### src/rtl/tvp_mul.sv
// Registered Q16.16 unsigned multiplier with saturation to 32 bits.
module tvp_mul (
   input  logic        clock,
   input  logic [31:0] a,
   input  logic [31:0] b,
   output logic [31:0] q
);
   logic [63:0] prod;
   logic [31:0] q_ff;
   logic [31:0] q_in;

   assign prod = a * b;
   assign q_in = (|prod[63:48]) ? 32'hFFFF_FFFF : prod[47:16];

   always_ff @(posedge clock) begin
      q_ff <= q_in;
   end

   assign q = q_ff;
endmodule

### config.mk
export PLATFORM = sky130hd
export DESIGN_NAME = tvp_mul
export DESIGN_NICKNAME = d
export VERILOG_FILES = /design/src/rtl/tvp_mul.sv
export SDC_FILE = /design/constraint.sdc
export NUM_CORES = 2
export LEC_CHECK = 0
export BUFFER_PORTS_ARGS = -buffer_cell sky130_fd_sc_hd__buf_4
export CAP_MARGIN = 0
export CORE_UTILIZATION = 50
export DETAILED_ROUTE_END_ITERATION = 16
export MAX_ROUTING_LAYER = met4
export PLACE_DENSITY = 0.66
export REMOVE_ABC_BUFFERS = 1
export SETUP_SLACK_MARGIN = 0.4
export SYNTH_ARGS = -nofsm -noshare
export SYNTH_HDL_FRONTEND = slang
export SYNTH_SLANG_ARGS = --single-unit
export TNS_END_PERCENT = 20
### constraint.sdc
create_clock -name clock -period 15.2 [get_ports clock]
set_clock_uncertainty 0.2 [all_clocks]
set_input_delay 3.04 -clock clock [delete_from_list [all_inputs] [get_ports clock]]
set_output_delay 3.04 -clock clock [all_outputs]
set_load 0.02 [all_outputs]
# Word level (Yosys, flattened, before mapping)
# Cells that the tools add are included.
word_totals:
  out_inout_bits: 32
  reg_bits: 32
  input_bits: 65
  word_cells: 3
op_classes:
  mul: 1
  n_reduce_logical: 1
ops:
  columns: ["operator", "count"]
  rows:
  - ["32-bit by 32-bit multiplier with 64-bit output", 1]
  - ["16-bit OR reduction", 1]

# Longest topological paths before layout
logic_depth:
  word_depth: 2
  ltp_mapped: 31
  ltp_nobuf: 27

# Worst setup path before layout
# No wires, ideal clock.
synth_timing:
  path_kind: "in2reg"
  from: "input port a[25]"
  to: "register q_ff[28], in the netlist q[28]"
  path_stages: 28
  arrival_ns: 10.062
  path_slack_ns: 4.809
  path_buffers: 4
  cell_sequence: "clkbuf_1 -> nand2_1 -> fa_1 -> inv_1 -> fa_1 -> inv_1 -> fa_1 -> inv_1 -> fa_1 -> fa_1 -> fa_1 -> fa_1 -> inv_1 -> fa_1 -> inv_1 -> ha_1 -> buf_2 -> a21oi_1 -> o21a_1 -> o21ai_2 -> or4_1 -> or3_1 -> a21o_1 -> a22o_1 -> a211oi_2 -> buf_6 -> buf_6 -> nand4_1"
synth_between:
  elab_chain_cells: 2
synth_rtl:
  columns: ["element", "line", "source"]
  rows:
  - ["from (decl)", "4", "input logic [31:0] a,"]
  - ["32-bit by 32-bit multiplier with 64-bit output (*)", "12", "assign prod = a * b;"]
  - ["16-bit OR reduction", "13", "assign q_in = (|prod[63:48]) ? 32'hFFFF_FFFF : prod[47:16];"]
  - ["to (signal assigned)", "16", "q_ff <= q_in;"]
  - ["to (decl)", "9", "logic [31:0] q_ff;"]
# Every way passes the cells marked *; elsewhere a longest branch is shown, timed or not.
# A chain may end at the register's enable or synchronous reset.

# Final worst setup path
layout_timing:
  from: "input port a[25]"
  to: "register q_ff[12], in the netlist q[12]"
# The elaborated chain is that of the path after synthesis.

==> summary.txt <==
Final critical-path required period -> 11.77 ns
Count of hold-fix buffers inserted at cts -> 0
Startpoint of the lowest-slack hold path -> q[7]
Average wire per cell in the routed design -> 22.2 um
Clock tree root buffer cell -> sky130_fd_sc_hd__clkbuf_16
Cell taking the most area after synthesis -> sky130_fd_sc_hd__fa_1
Hold Crit Class -> flip-flop to primary output
Category of the worst setup path launch point -> input port
Die Span X -> 267 um
Max-slew headroom at the worst pin -> 0.240
CTS Buffer Depth -> 2
Area growth from synthesis to final layout -> 3.24%
Total count of max-transition violations in the final report -> 0
Number of synthesis warnings -> 0
Placed cell areas -> 0.0361 mm^2
Hold path endpoint -> q[7]
Final setup violation count -> 0
Number of DRC violations after detailed-routing iteration 0 -> 1979
Req. time, crit path -> 15.09 ns
Highest fanout seen on the critical path -> 32
Overall via count from detail_route -> 26.2k
Clk slew on worst S/H paths -> 0.05 ns
Measured slew at the worst slew-check pin -> 1.14 ns
Final design instance area without fill -> 0.0363 mm^2
Layout cell share with drive strength beyond 1 -> 0.0330
I/O pin count -> 97
Count of H-tree levels built during CTS -> 2
Result of the run -> finished clean
Final setup TNS -> 0 ns
Site row count -> 96
Setup repair after global routing missed its margin -> false
Avg Vias per Cell -> 5.50
Routability Congestion -> 0.938
Initial cell density of the core -> 0.509
Area share of the leading cell type in the synthesized netlist -> 0.509
Share of synthesized area occupied by flip-flops and latches -> 0.0182
Leading post-synthesis cells by cell area -> sky130_fd_sc_hd__fa_1 (51%), sky130_fd_sc_hd__and2_1 (12%), sky130_fd_sc_hd__inv_1 (9.8%), sky130_fd_sc_hd__ha_1 (9.2%), sky130_fd_sc_hd__nand2_1 (4.7%)
Cell depth of the worst min-delay path -> 1
Antenna-violating nets left -> 0
Top_reg_cell synth -> sky130_fd_sc_hd__dfxtp_1
Via count of the first global-routing pass -> 28.7k
Max capacitance violation total -> 0
Arrival @ worst endpoint -> 11.67 ns
Kind of end point of the critical path -> flip-flop
Total grt overflow -> 0
Filler instances -> 6432
Full die area -> 0.0714 mm^2
Largest net degree at the start of global routing -> 33
Buffers added on ports -> 96
Number of buffers inserted by post-CTS setup repair -> 0
First-pass detailed-route iteration total -> 5
Routed wire length -> 106000 um
Die boundary height -> 267 um
Timing-limited maximum frequency -> 0.0849 GHz
Register bit total from synthesis -> 32
Placeable core region -> 0.0691 mm^2
Setup CP Type -> input port to flip-flop
Mean cell area of the mapped netlist -> 8.90 um^2
Hold slack -> 3.55 ns
Fin crit share -> 0.775
Mapped Cells -> 3953
Fin nets -> 5042
Number of gates given a new drive strength after cts -> 0
Clock tree from TritonCTS -> built
Overall routing resource usage -> 0.320
Max reg flops -> 32
Global-route wire length before repair -> 167000 um
Final WS setup -> 3.43 ns
Number of antenna violations at the first check in global routing -> 1
EDFF count, synth -> 0
TritonCTS buffer count -> 5
DP Worst Slack -> 3.22 ns
Share of flip-flops with an asynchronous set or reset -> 0
Number of distinct library cell variants in the gate-level netlist after synthesis -> 73
Synth Cell Area -> 0.0352 mm^2
Detailed placer's ending HPWL -> 80400 um
Endpoints failing hold -> 0
Post-route DRC violation count -> 0
# clock sinks -> 32
worst max path at each step:
stage,cells after the start,to,start,slack (ns)
finish,25,q[12],a[25],3.43
global route,24,q[31],a[11],2.97
CTS,25,q[12],a[25],3.51
detailed placement,25,q[31],a[25],3.22
global placement,25,q[2],a[25],3.25
floorplan,24,q[28],a[25],4.54
cells in the mapped netlist, drive strengths merged (9+ instances only):
library cell,instances
nor3,16
a21oi,94
o21ai,68
o21a,11
xor2,20
o21bai,9
nand2,437
xnor2,18
nand4,68
clkbuf,208
dfxtp,32
nor2,63
ha,260
buf,27
and2,674
fa,895
nand3,12
a21o,15
a211oi,15
inv,915
placed cells by master, fill, tap and decap left out, drive strengths merged, types with 16 or more instances in the layout:
cell type | synthesis | layout
o21ai | 68 | 68
nand2 | 437 | 437
dfxtp | 32 | 32
xor2 | 20 | 20
nand4 | 68 | 68
ha | 260 | 260
xnor2 | 18 | 18
nor2 | 63 | 63
nor3 | 16 | 16
inv | 915 | 916
and2 | 674 | 674
buf | 27 | 97
fa | 895 | 895
a21oi | 94 | 94
final cells by class:
class | count | area (um^2) | share of cell area
Sequential cell | 32 | 641 | 0.0176
Multi-Input combinational cell | 2771 | 30200 | 0.831
Clock buffer | 5 | 125 | 0.00345
Timing Repair Buffer | 97 | 728 | 0.0201
Tap cell | 931 | 1160 | 0.0321
Inverter | 915 | 3430 | 0.0946
Clock inverter | 3 | 46.3 | 0.00127
Antenna cell | 1 | 2.50 | 0.0000689
through the flow:
step | util | instances
finish | 0.526 | 4755
global route | 0.526 | 4754
CTS | 0.526 | 4754
detailed placement | 0.523 | 4746
global placement | 0.523 | 4746
floorplan | - | 3718
kinds of logic after synthesis:
logic type                 Yosys count  synth area share
xor gates and xnor gates            38           0.00946
AOI/OAI and AO/OA                  268            0.0484
and+or+nand+nor                   1308             0.197
buffers and inverters             1150             0.125
adders and majority gates         1155             0.602
DFF                                 32            0.0182
muxes                                2          0.000605
critical path, stage by stage:
cell,delay (ns)
sky130_fd_sc_hd__buf_4,0.37
sky130_fd_sc_hd__nand2_1,0.15
sky130_fd_sc_hd__fa_1,0.56
sky130_fd_sc_hd__inv_1,0.06
sky130_fd_sc_hd__fa_1,0.55
sky130_fd_sc_hd__inv_1,0.06
sky130_fd_sc_hd__fa_1,0.55
sky130_fd_sc_hd__inv_1,0.06
sky130_fd_sc_hd__fa_1,0.48
sky130_fd_sc_hd__fa_1,0.57
sky130_fd_sc_hd__fa_1,0.44
sky130_fd_sc_hd__fa_1,0.50
sky130_fd_sc_hd__inv_1,0.06
sky130_fd_sc_hd__fa_1,0.50
sky130_fd_sc_hd__inv_1,0.05
sky130_fd_sc_hd__ha_1,0.47
sky130_fd_sc_hd__nand4_1,0.25
sky130_fd_sc_hd__nor4_1,0.40
sky130_fd_sc_hd__inv_1,0.07
sky130_fd_sc_hd__a2111oi_0,0.72
sky130_fd_sc_hd__or3_1,0.25
sky130_fd_sc_hd__a211o_1,0.13
sky130_fd_sc_hd__o2111ai_1,0.19
sky130_fd_sc_hd__nor3_4,0.95
sky130_fd_sc_hd__nand4_1,0.20
metal layers:
| metal | vias up | wire [um] | GRT usage |
|---|---|---|---|
| met1 | 13500 | 45900 | 0.450 |
| met3 | 151 | 11600 | 0.0747 |
| met5 | - | 0 | - |
| met4 | 0 | 2360 | 0.0643 |
| li1 | 11300 | - | - |
| met2 | 1218 | 45800 | 0.475 |
Power is left out: the tool's default activity adds up to more than one toggle a clock period on the data nets, which glitch-free logic cannot reach.
