`src/rtl/tvp_pkg.sv`:
```
// Shared types and constants of the trapezoidal velocity profile generator.
package tvp_pkg;

   localparam int CSR_INDEX_W = 2;

   localparam logic [1:0] REG_MAX_VELOCITY     = 2'd0;
   localparam logic [1:0] REG_MAX_ACCELERATION = 2'd1;
   localparam logic [1:0] REG_TIME_STEP        = 2'd2;

   localparam logic CMD_START = 1'b0;
   localparam logic CMD_TICK  = 1'b1;

   localparam logic [30:0] TIME_CAP    = 31'h7FFF_FFFF;
   localparam logic [30:0] RST_MAX_VEL = 31'd65536;
   localparam logic [30:0] RST_MAX_ACC = 31'd65536;
   localparam logic [30:0] RST_STEP    = 31'd655;

   localparam logic [5:0] DIV_STEPS  = 6'd48;
   localparam logic [5:0] SQRT_STEPS = 6'd32;

   typedef enum logic [4:0] {
      ST_IDLE,
      ST_RT_GO,
      ST_RT_WAIT,
      ST_RD_MUL1,
      ST_RD_MUL2,
      ST_RD_DONE,
      ST_TX_GO,
      ST_TX_WAIT,
      ST_SQ_WAIT,
      ST_PK_MUL,
      ST_PK_DONE,
      ST_CT_GO,
      ST_CT_WAIT,
      ST_TK_MUL1,
      ST_TK_MUL2,
      ST_TK_MUL3,
      ST_TK_MUL4,
      ST_TK_OUT
   } tvp_state_type;

   typedef enum logic [1:0] {
      PH_ACCEL,
      PH_CRUISE,
      PH_DECEL
   } tvp_phase_type;

   typedef struct packed {
      logic start;
      logic sqrt_mode;
   } tvp_ds_ctrl_type;

   typedef struct packed {
      logic busy;
      logic done;
   } tvp_ds_stat_type;

endpackage

```
`src/rtl/tvp_divsqrt.sv`:
```
// Bit-serial restoring divider and digit-by-digit square root sharing one subtractor.
module tvp_divsqrt (
   input  logic                     clock,
   input  logic                     reset,
   input  tvp_pkg::tvp_ds_ctrl_type ctrl,
   input  logic [63:0]              operand,
   input  logic [30:0]              divisor,
   output tvp_pkg::tvp_ds_stat_type stat,
   output logic [47:0]              result
);
   logic [63:0] src_ff,  src_in;
   logic [33:0] acc_ff,  acc_in;
   logic [47:0] res_ff,  res_in;
   logic [30:0] den_ff,  den_in;
   logic [5:0]  cnt_ff,  cnt_in;
   logic        mode_ff, mode_in;
   logic        busy_ff, busy_in;
   logic        done_ff, done_in;

   logic [35:0] rem_sh;
   logic [35:0] sub_b;
   logic [36:0] diff;
   logic        fits;

   // Divide brings down one dividend bit a step, the root two radicand bits.
   // The root remainder can reach twice the partial root, so the full remainder is kept.
   assign rem_sh = mode_ff ? {acc_ff, src_ff[63:62]} : {1'b0, acc_ff, src_ff[63]};
   assign sub_b  = mode_ff ? {2'b00, res_ff[31:0], 2'b01} : {5'b00000, den_ff};
   assign diff   = {1'b0, rem_sh} - {1'b0, sub_b};
   assign fits   = ~diff[36];

   always_comb begin
      src_in  = src_ff;
      acc_in  = acc_ff;
      res_in  = res_ff;
      den_in  = den_ff;
      cnt_in  = cnt_ff;
      mode_in = mode_ff;
      busy_in = busy_ff;
      done_in = 1'b0;
      if (ctrl.start) begin
         src_in  = operand;
         acc_in  = '0;
         res_in  = '0;
         den_in  = divisor;
         mode_in = ctrl.sqrt_mode;
         cnt_in  = ctrl.sqrt_mode ? tvp_pkg::SQRT_STEPS : tvp_pkg::DIV_STEPS;
         busy_in = 1'b1;
      end else if (busy_ff) begin
         acc_in = fits ? diff[33:0] : rem_sh[33:0];
         res_in = {res_ff[46:0], fits};
         src_in = mode_ff ? {src_ff[61:0], 2'b00} : {src_ff[62:0], 1'b0};
         cnt_in = cnt_ff - 6'd1;
         if (cnt_ff == 6'd1) begin
            busy_in = 1'b0;
            done_in = 1'b1;
         end
      end
   end

   always_ff @(posedge clock) begin
      src_ff  <= src_in;
      acc_ff  <= acc_in;
      res_ff  <= res_in;
      den_ff  <= den_in;
      mode_ff <= mode_in;
      if (reset) begin
         cnt_ff  <= '0;
         busy_ff <= 1'b0;
         done_ff <= 1'b0;
      end else begin
         cnt_ff  <= cnt_in;
         busy_ff <= busy_in;
         done_ff <= done_in;
      end
   end

   assign stat.busy = busy_ff;
   assign stat.done = done_ff;
   assign result    = res_ff;
endmodule

```
`config.mk`:
```
export PLATFORM = sky130hd
export DESIGN_NAME = tvp_divsqrt
export DESIGN_NICKNAME = d
export VERILOG_FILES = /design/src/rtl/tvp_pkg.sv /design/src/rtl/tvp_divsqrt.sv
export SDC_FILE = /design/constraint.sdc
export NUM_CORES = 1
export LEC_CHECK = 0
export ABC_AREA = 1
export BUFFER_PORTS_ARGS = -buffer_cell sky130_fd_sc_hd__buf_2
export CORE_ASPECT_RATIO = 2
export CORE_MARGIN = 2
export CORE_UTILIZATION = 58
export CTS_CLUSTER_SIZE = 10
export DETAILED_ROUTE_END_ITERATION = 8
export PLACE_DENSITY = 0.82
export SKIP_LAST_GASP = 1
export SYNTH_ARGS = -nofsm -noshare
export SYNTH_HDL_FRONTEND = slang
export SYNTH_SLANG_ARGS = --single-unit
```
`constraint.sdc`:
```
create_clock -name clock -period 4.65 [get_ports clock]
set_input_delay 0.93 -clock clock [delete_from_list [all_inputs] [get_ports clock]]
set_output_delay 0.93 -clock clock [all_outputs]
set_load 0.005 [all_outputs]
```
Word level (Yosys, flattened, before mapping)
Index checks and enable logic that the tools add are counted.
{ "totals": {"in_bits": 99, "wordCells": 28, "regBits": 186} }
{ "classes": {"n_bitwise": 2, "mux": 13, "n_addsub": 2, "n_eq_ne": 1, "reduce_logical": 2} }
{ "ops": {"columns": ["op", "n"], "rows": [
  ["$mux 64", 3],
  ["$mux 34", 2],
  ["$sub 36x34->37", 1],
  ["$mux 36", 1],
  ["$mux 6", 2],
  ["$eq 6x1->1 const B", 1],
  ["$sub 6x1->6 const B", 1],
  ["$mux 5", 1],
  ["$mux 1", 4],
  ["$reduce_or 3->1", 1],
  ["$not 1->1", 2],
  ["$reduce_bool 2->1", 1]
]} }

Depth between registers and ports, before layout
Gate-level depths: netlist of the first run.
{ "depth": {"ltp_word": 4, "ltp_mapped": 21, "mapped_depth_nobuf": 19} }

Worst setup path before layout of the first run
OpenSTA, ideal clock, no wires.
{ "synth_path": {"path_kind": "in2reg", "startpoint": "input ctrl[1] in the netlist's numbering", "endpoint": "register src_ff[0] (enable)", "cell_stages": 4, "path_slack_ps": 895, "setup_ps": 454, "t_arrival_ps": 3302, "path_cell_list": "clkbuf_1 -> nor2_1 -> clkinv_1 -> clkbuf_1"} }
{ "synth_via": {"elab_chain_cells": 1} }
{ "synth_lines": {"columns": ["item", "line_no", "source"], "rows": [
  ["start, declared", "tvp_divsqrt.sv:5", "input tvp_pkg::tvp_ds_ctrl_type ctrl,"],
  ["$reduce_bool 2->1 (no line)", null, null],
  ["end signal, assigned", "tvp_divsqrt.sv:62", "src_ff <= src_in;"],
  ["end, declared", "tvp_divsqrt.sv:11", "logic [63:0] src_ff, src_in;"]
]} }
No other way between the ends.
A chain may end at the register's enable or synchronous reset.

Final worst setup path of the first run
{ "layout_path": {"startpoint": "register mode_ff", "endpoint": "register acc_ff[12]"} }
{ "layout_via": {"elab_chain_cells": 3, "elab_cells_between_ends": 4} }
{ "layout_lines": {"columns": ["item", "line_no", "source"], "rows": [
  ["start, declared", "tvp_divsqrt.sv:16", "logic mode_ff, mode_in;"],
  ["start signal, assigned", "tvp_divsqrt.sv:66", "mode_ff <= mode_in;"],
  ["$mux 36 / $mux 34 (equally long branches)", "tvp_divsqrt.sv:27, tvp_divsqrt.sv:28", null],
  ["$sub 36x34->37", "tvp_divsqrt.sv:29", "assign diff = {1'b0, rem_sh} - {1'b0, sub_b};"],
  ["$mux 34 (*)", "tvp_divsqrt.sv:50", "acc_in = fits ? diff[33:0] : rem_sh[33:0];"],
  ["end signal, assigned", "tvp_divsqrt.sv:63", "acc_ff <= acc_in;"],
  ["end, declared", "tvp_divsqrt.sv:12", "logic [33:0] acc_ff, acc_in;"]
]} }
Mark *: on every way between the ends. The rest lies on a longest branch, timed or not.

==> results_dict.tcl, run 1 <==
set metrics [dict create \
    outcome "completed" \
    finalNetCount 1752 \
    coreArea_sq_um 18310 \
    design_area_sq_um 12270 \
    synth_top_flop_cell "edfxtp_1" \
    routedWlPerCell_um 16.26 \
    peakVddDrop_mv 0.2921 \
    wl_um 30020 \
    synth_edf_count 96 \
    yosysUniqueCellTypes 45 \
    place_hpwl_um 21870 \
    viasPerCell 5.584 \
    clk_path_buf_depth 2 \
    timing.hold.ws_ns 0.4537 \
    place_congestion 0.9988 \
    fp.dieW_um 100.6 \
    post_cts_buffers 0 \
    antenna_found_initial 1 \
    async_reset_ff_share_pct 0 \
    syn-num-nets 1645 \
    post-route-period-util_pct 79.01 \
    critPathArrivalTime_ns 3.98 \
    cts_made_buffers 17 \
    yosys_warnings 0 \
    placed_cell_area_sq_um 11650 \
    avgSynthCellArea_sq_um 7.179 \
    grt_usage_pct 30.64 \
    final-hold-violation-count 0 \
    timing.setup.tns_ns 0 \
    busiest_layer "met2" \
    drt_iter0_drc 579 \
    cp-start-kind "flop" \
    final_core_util_pct 67.05 \
    p_per_area_nw_per_um2 506.9 \
    cts_tree "done" \
    globalRouteMet1Util_pct 32.70 \
    maxCapViolations 0 \
    period_minus_slack_ns 3.674 \
    ys_seq_area_share_pct 43.24 \
    final_cells 1846 \
    grt_pass1_vias 10340 \
    crit_type "reg -> reg" \
    area_delta_synth_final_pct 13.29 \
    crit_fanout 182 \
    path_clk_slew_ns 0.07 \
    met2_usage_pct 55.28 \
    cp.required_ns 4.96 \
    route.detailed.drc 0 \
    rsz0062_at_grt "no" \
    ios 149 \
    grt-ovfl-total 0 \
    vias 10310 \
    rows 70 \
    cts_resized 0 \
    hold_path.class "reg -> reg" \
    dp.cells 1813 \
    slew_violations 0 \
    grt_pass1_wl_um 48030 \
    crit_path_end_kind "flop" \
    firstDrtPassIters 5 \
    use_met3_pct 5.131 \
    syn_inst 1509 \
    leakage_nw 5.903 \
    clock.fmax_ghz 0.2722 \
    clk_latency_ns 0.44 \
    initial_core_util_pct 59.18 \
    r2r_setup_slack_ns 0.98 \
    grt_max_degree 183 \
    io_buffers 148 \
    die_h_um 197.3 \
    layout-drive-gt1-share_pct 13.20 \
    synth-seq-cells 186 \
    cts_root_buf "clkbuf_16" \
    finalClockSkew_ns 0.009687 \
    setup_viol 0 \
    synth_area_sq_um 10830 \
    ant_nets 0 \
    slew_headroom_pct 50.23 \
    htree_levels 4 \
    worst_pin_slew_ns 0.7455 \
    dieArea_sq_um 19850 \
    cts_hold_buffers 0 \
    cts.sinks 186 \
]
-- placed cells by master (no fill, tap or decap), types with 17 or more instances in the layout --
master / n
inv_1: 195
o21ai_0: 75
edfxtp_1: 96
nor2_1: 115
o22ai_1: 46
dfxtp_1: 90
clkbuf_16: 17
ha_1: 36
nand3_1: 82
nand2_1: 458
a21oi_1: 152
buf_2: 147
-- metal layers --
layer / up-vias / wire, um
li1: 5127 / -
met1: 4738 / 11050
met2: 341 / 15820
met3: 102 / 1464
met4: 0 / 1678
met5: - / 0
-- Yosys cell counts (all sizes together), types with 6 or more instances --
cell type  count  area, sq um
or2            7        43.79
nor3          10        55.05
dfxtp         90         1802
edfxtp        96         2883
xnor2         11        96.34
o21ai         86        430.4
nand3         83        420.4
inv          198        743.2
clkbuf        54        202.7
nand2        463         1765
a21oi        155        794.5
xor2           6        52.55
buf           16        96.34
nand4         10        62.56
o22ai         46        287.8
nor2         119        459.2
ha            36        450.4
-- metrics by stage --
stage               total power, W  worst slack, ns
floorplan                 0.004042           0.8948
global placement          0.004629            1.179
CTS                       0.006196            1.022
global route              0.006624           0.6920
finish                    0.006221           0.9761
detailed placement        0.004661            1.049
-- worst max-delay path, stage by stage (launching register included) --
cell,delay [ns]
edfxtp_1,0.42
buf_12,0.55
mux2i_1,0.32
ha_1,0.18
inv_1,0.07
fa_1,0.45
nand2_1,0.11
nand3_1,0.08
and2_1,0.18
nand2_1,0.13
nand3_2,0.13
nand2_4,0.09
nand2_4,0.25
nand2_4,0.31
nand2_1,0.08
nand2_1,0.06
o21ai_0,0.07
-- kinds of logic after synthesis --
kind of cell / count (synthesis) / synth area share (%)
compound gates: 298 / 14.71
xor+xnor: 17 / 1.374
fa+ha+maj: 37 / 4.343
buf+inv: 269 / 9.656
flops: 186 / 43.24
mux: 1 / 0.09240
simple gates: 701 / 26.58
-- state kept, by name (all words and copies together), names as in the netlist --
register  flops
src_ff       64
result       48
acc_ff       34
den_ff       31
cnt_ff        6
busy_ff       1
done_ff       1
mode_ff       1
-- report_power, final --
part           leakage (nW)  switching (W)  internal (W)
sequential             1.68       0.000111       0.00195
combinational          3.93        0.00177      0.000859
clock                 0.293       0.000674      0.000861
total                  5.90        0.00255       0.00367
-- path summary, 6_finish.rpt --
kind | start | endpoint | cells past startpoint
worst max-delay path | mode_ff$_DFFE_PP_ | acc_ff[12]$_SDFFE_PP0P_ | 16
worst min-delay path | acc_ff[31]$_SDFFE_PP0P_ | acc_ff[31]$_SDFFE_PP0P_ | 2
worst max register to register | mode_ff$_DFFE_PP_ | acc_ff[12]$_SDFFE_PP0P_ | 16
worst min register to register | acc_ff[31]$_SDFFE_PP0P_ | acc_ff[31]$_SDFFE_PP0P_ | 2
-- area by class of cell --
class / instances / area (sq um)
fill: 1589 / 6032
timing repair buffer: 158 / 843.3
multi-input combinational: 1054 / 5105
inverter: 199 / 749.5
tap: 216 / 270.3
antenna: 1 / 2.502
sequential: 186 / 4684
clock inverter: 14 / 188.9
clock buffer: 18 / 429.2
Note: power is estimated with default switching activity, not from simulation.
==> inputs of run 2 (changes only) <==
==> constraint.sdc (replaced) <==
create_clock -name clock -period 3.7 [get_ports clock]
set_input_delay 0.74 -clock clock [delete_from_list [all_inputs] [get_ports clock]]
set_output_delay 0.74 -clock clock [all_outputs]
set_load 0.005 [all_outputs]
==> results_dict.tcl, run 2 (synthesis results as in run 1) <==
set metrics [dict create \
    outcome "completed" \
    post-route-period-util_pct 91.73 \
    cts_tree "done" \
    clock.fmax_ghz 0.2947 \
    drt_iter0_drc 577 \
    cp-start-kind "flop" \
    top_register "src_ff" \
    route.detailed.drc 0 \
    cts_made_buffers 17 \
    cts_root_buf "clkbuf_16" \
    io_buffers 148 \
    ios 149 \
    antenna_found_initial 1 \
    top_layer_used "met4" \
    final_cell_mix "nand2_1, inv_1, a21oi_1, buf_2, nor2_1" \
    grt_pass1_vias 10290 \
    leakage_nw 5.900 \
    cp.required_ns 4.03 \
    finalClockSkew_ns 0.01329 \
    wl_um 30320 \
    rows 70 \
    place_congestion 1.014 \
    htree_levels 4 \
    grt_pass1_wl_um 48690 \
    ant_nets 0 \
    maxCapViolations 0 \
    period_minus_slack_ns 3.394 \
    rsz0062_at_grt "no" \
    crit_fanout 34 \
    crit_path_end_kind "flop" \
    coreArea_sq_um 18310 \
    grt_max_degree 81 \
    post_cts_buffers 0 \
    fp.dieW_um 100.6 \
    slew_headroom_pct 43.63 \
    crit_type "reg -> reg" \
    final_common_cell "nand2_1" \
    path_clk_slew_ns 0.07 \
    slew_violations 0 \
    routedWlPerCell_um 16.39 \
    largest_register_ffs 64 \
    wl_met1_um 10910 \
    critPathArrivalTime_ns 3.72 \
    final_core_util_pct 67.09 \
    hold_path.class "reg -> reg" \
    dieArea_sq_um 19850 \
    die_h_um 197.3 \
    grt_usage_pct 31.26 \
    vias 10330 \
    timing.setup.tns_ns 0 \
    clk_latency_ns 0.44 \
    area_delta_synth_final_pct 13.36 \
    layout-drive-gt1-share_pct 13.41 \
    met2_length_um 15950 \
    worst_pin_slew_ns 0.8455 \
    grt-ovfl-total 0 \
    initial_core_util_pct 59.18 \
    final-hold-violation-count 0 \
    firstDrtPassIters 5 \
    finalNetCount 1756 \
    dr_wl_met3_um 1699 \
    cts.sinks 186 \
    viasPerCell 5.584 \
    clk_path_buf_depth 2 \
    p_per_area_nw_per_um2 628.6 \
    setup_viol 0 \
    place_hpwl_um 22840 \
    peakVddDrop_mv 0.4723 \
]
==> run 2: per-layer routing <==
metal / global-route usage (%) / up-vias
met4: 18.21 / 0
met5: 0 / -
met1: 33.46 / 4725
li1: - / 5126
met3: 5.556 / 103
met2: 56.12 / 376
==> run 2: report_power, final <==
group	leakage (nW)	switching, W	internal, W
sequential	1.68	0.000148	0.00245
clock	0.285	0.000815	0.000979
combinational	3.94	0.00223	0.00110
total	5.90	0.00319	0.00453
==> run 2: path summary, 6_finish.rpt <==
kind / startpoint / endpoint / slack [ns] / cells past startpoint
worst min register to register: acc_ff[20]$_SDFFE_PP0P_ / acc_ff[20]$_SDFFE_PP0P_ / 0.46 / 2
worst max-delay path: mode_ff$_DFFE_PP_ / acc_ff[28]$_SDFFE_PP0P_ / 0.31 / 16
worst max register to register: mode_ff$_DFFE_PP_ / acc_ff[28]$_SDFFE_PP0P_ / 0.31 / 16
worst min-delay path: acc_ff[20]$_SDFFE_PP0P_ / acc_ff[20]$_SDFFE_PP0P_ / 0.46 / 2
==> run 2: area by class of cell <==
class	count	area, sq um
Timing Repair Buffer	162	873.3
Fill cell	1586	6025
Clock inverter	12	110.1
Inverter	199	749.5
Sequential cell	186	4684
Tap cell	216	270.3
Clock buffer	20	459.2
Antenna cell	1	2.502
Multi-Input combinational cell	1054	5131
==> run 2: what timing repair did <==
action                                  CTS  global route
hold buffers                              0             0
endpoints found under the setup margin    0            14
resized for setup                         0             3
endpoints found under the hold margin     0             0
==> run 2: worst max-delay path, cell delays in order (launching register included) <==
cell,delay [ns]
edfxtp_1,0.51
inv_2,0.20
or2_2,0.32
o21ai_0,0.13
inv_1,0.13
fa_1,0.51
nand2_1,0.10
nand3_1,0.08
and2_1,0.19
nand2_1,0.12
nand3_2,0.15
nand2_8,0.21
nand2_8,0.22
nand2_8,0.20
nand2_1,0.07
o21ai_1,0.08
nand2_1,0.06
==> run 2: through the flow <==
stage / total power (W) / hold WS [ns] / instance area, sq um / std cells / setup slack (ns)
after global routing: 0.008247 / 0.4690 / 12280 / 1850 / 0.05036
after detailed placement: 0.005865 / 0.4431 / 11680 / 1817 / 0.1105
after floorplan: 0.005080 / 0.4258 / 10830 / 1509 / 0.1348
after CTS: 0.007658 / 0.4589 / 12250 / 1849 / 0.07689
after global placement: 0.005809 / 0.4406 / 11680 / 1817 / 0.2524
final: 0.007720 / 0.4582 / 12280 / 1850 / 0.3062
==> inputs of run 3 (changes only) <==
--- a/config.mk
+++ b/config.mk
@@ -9,10 +9,10 @@
 export BUFFER_PORTS_ARGS = -buffer_cell sky130_fd_sc_hd__buf_2
 export CORE_ASPECT_RATIO = 2
 export CORE_MARGIN = 2
-export CORE_UTILIZATION = 58
+export CORE_UTILIZATION = 53
 export CTS_CLUSTER_SIZE = 10
 export DETAILED_ROUTE_END_ITERATION = 8
-export PLACE_DENSITY = 0.82
+export PLACE_DENSITY = 0.79
 export SKIP_LAST_GASP = 1
 export SYNTH_ARGS = -nofsm -noshare
 export SYNTH_HDL_FRONTEND = slang
==> constraint.sdc (replaced) <==
create_clock -name clock -period 3 [get_ports clock]
set_input_delay 0.6 -clock clock [delete_from_list [all_inputs] [get_ports clock]]
set_output_delay 0.6 -clock clock [all_outputs]
set_load 0.005 [all_outputs]
==> results_dict.tcl, run 3 (synthesis results as in run 1) <==
set metrics [dict create \
    outcome "completed" \
    multi_input_area_sq_um 5299 \
    power.share.switching_pct 41.02 \
    post-route-period-util_pct 95.73 \
    slew_violations 0 \
    cts.sinks 186 \
    place_hpwl_um 24080 \
    max_stage_delay_ns 0.44 \
    antenna_found_initial 0 \
    grt_usage_pct 29.48 \
    cp.required_ns 3.34 \
    htree_levels 4 \
    final-hold-violation-count 0 \
    firstDrtPassIters 6 \
    viasPerCell 5.453 \
    largest_register_ffs 64 \
    period_minus_slack_ns 2.872 \
    coreArea_sq_um 20280 \
    slew_headroom_pct 57.67 \
    p_per_area_nw_per_um2 794.4 \
    area_delta_synth_final_pct 20.09 \
    crit_buf_inv 2 \
    io_buffers 148 \
    timing.hold.ws_ns 0.3270 \
    crit_path_end_kind "flop" \
    rsz0062_at_grt "yes" \
    peakVddDrop_mv 0.5414 \
    top_register "src_ff" \
    regArea_sq_um 4684 \
    hold_path.class "in -> reg" \
    die_h_um 206.2 \
    power_frac_seq_pct 31.2 \
    dieArea_sq_um 21670 \
    finalNetCount 1803 \
    cp-start-kind "flop" \
    cts_hold_buffers 0 \
    p_total_w 0.01033 \
    crit_type "reg -> reg" \
    fp.dieW_um 105.1 \
    fill_cells 1737 \
    final_cell_mix "nand2_1, inv_1, a21oi_1, buf_2, nor2_1" \
    drt_iter0_drc 787 \
    grt_pass1_wl_um 49830 \
    dp.cells 1897 \
    leakage_nw 6.223 \
    initial_core_util_pct 53.42 \
    place_congestion 0.9999 \
    crit_top_cell "nand2_1" \
    grt-ovfl-total 0 \
    power.internal_w 0.006095 \
    grt_pass1_vias 10220 \
    cp_slowest_cell "edfxtp_1" \
    clk_path_buf_depth 2 \
    critPathArrivalTime_ns 3.21 \
    routedWlPerCell_um 16.71 \
    cts_made_buffers 17 \
    wl_um 32530 \
    rows 74 \
    worst_pin_slew_ns 0.6342 \
    route.detailed.drc 0 \
    cts_root_buf "clkbuf_16" \
    clk_latency_ns 0.45 \
    layout-drive-gt1-share_pct 18.75 \
    clock.fmax_ghz 0.3482 \
    p_switching_w 0.004239 \
    final_cells 1946 \
    crit_family "simple AND/OR/NAND/NOR gates" \
    final_common_cell "nand2_1" \
    cp_cell_sequence "buf_4 -> clkbuf_16 -> o21ai_0 -> ha_2 -> a21oi_1 -> nand2_1 -> nand2_1 -> nand2_1 -> nand2_1 -> nand2_1 -> nand2_1 -> nand2_1 -> nand2_1 -> nand3_1 -> nand2_1 -> nand2_1" \
    maxCapViolations 0 \
    ant_nets 0 \
    setup_viol 0 \
    finalClockSkew_ns 0.01090 \
    power_frac_comb_pct 46.2 \
    crit_fanout 23 \
    grt_max_degree 63 \
    cts_tree "done" \
    diodes 0 \
    vias 10610 \
    clkPwrFrac_pct 22.6 \
    path_clk_slew_ns 0.07 \
    ios 149 \
]
run 3: cell types whose count changed in the layout (fill, tap and decap cells not counted), moves of 4 or more:
cell / change
buf_4: +38
o21ai_1: +19
nand2_2: +12
ha_2: +5
buf_12: +4
o21ai_0: -32
o21ai_2: +13
nor2_2: +6
nand2_1: -13
ha_1: -8
nor2_1: -6
run 3: stage by stage:
stage                     setup WS (ns)  util [%]  instance area [sq um]  setup TNS [ns]
after CTS                      -0.02133     62.40                  12650        -0.05515
after detailed placement       -0.04671     59.28                  12020         -0.2712
after global placement         -0.04429     59.28                  12020         -0.1736
after global routing           -0.07104     64.16                  13010         -0.5227
final                            0.1280     64.16                  13010               0
after floorplan                 0.03112         -                  10830               0
run 3: power groups by stage:
stage	clock network [W]	registers, W	logic [W]
4_1_cts	0.00236	0.00320	0.00436
6_report	0.00234	0.00322	0.00477
3_3_place_gp	0	0.00325	0.00428
2_1_floorplan	0	0.00319	0.00307
3_5_place_dp	0	0.00325	0.00432
5_1_grt	0.00246	0.00325	0.00526
run 3: final cells by class:
type	count	area share, %
clock buffers	20	3.674
clock inverters	12	0.9426
inverters	199	5.761
multi-input cells	1054	40.73
flip-flops and latches	186	36.01
well taps	266	2.558
repair buffers	209	10.32
run 3: final timing paths:
| kind | cells after the start | from | to | slack, ns |
|---|---|---|---|---|
| setup / recovery | 16 | mode_ff$_DFFE_PP_ | acc_ff[27]$_SDFFE_PP0P_ | 0.13 |
| hold / removal | 1 | divisor[17] | den_ff[17]$_DFFE_PP_ | 0.33 |
| setup reg to reg | 16 | mode_ff$_DFFE_PP_ | acc_ff[27]$_SDFFE_PP0P_ | 0.13 |
| hold reg to reg | 2 | acc_ff[20]$_SDFFE_PP0P_ | acc_ff[20]$_SDFFE_PP0P_ | 0.45 |
run 3: timing repair:
action,in CTS,in global routing
setup endpoints to repair,32,35
pin swaps,1,14
cloned,0,2
buffers inserted,3,12
resized for setup,6,84
run 3: per-layer routing:
| layer | share of wire [%] | GRT usage [%] | vias up | wire length [um] |
|---|---|---|---|---|
| met4 | 4.4 | 15.05 | 0 | 1446 |
| met3 | 5.4 | 5.203 | 85 | 1741 |
| li1 | - | - | 5235 | - |
| met1 | 36 | 31.62 | 4894 | 11870 |
| met2 | 54 | 54.78 | 398 | 17470 |
| met5 | 0 | 0 | - | 0 |
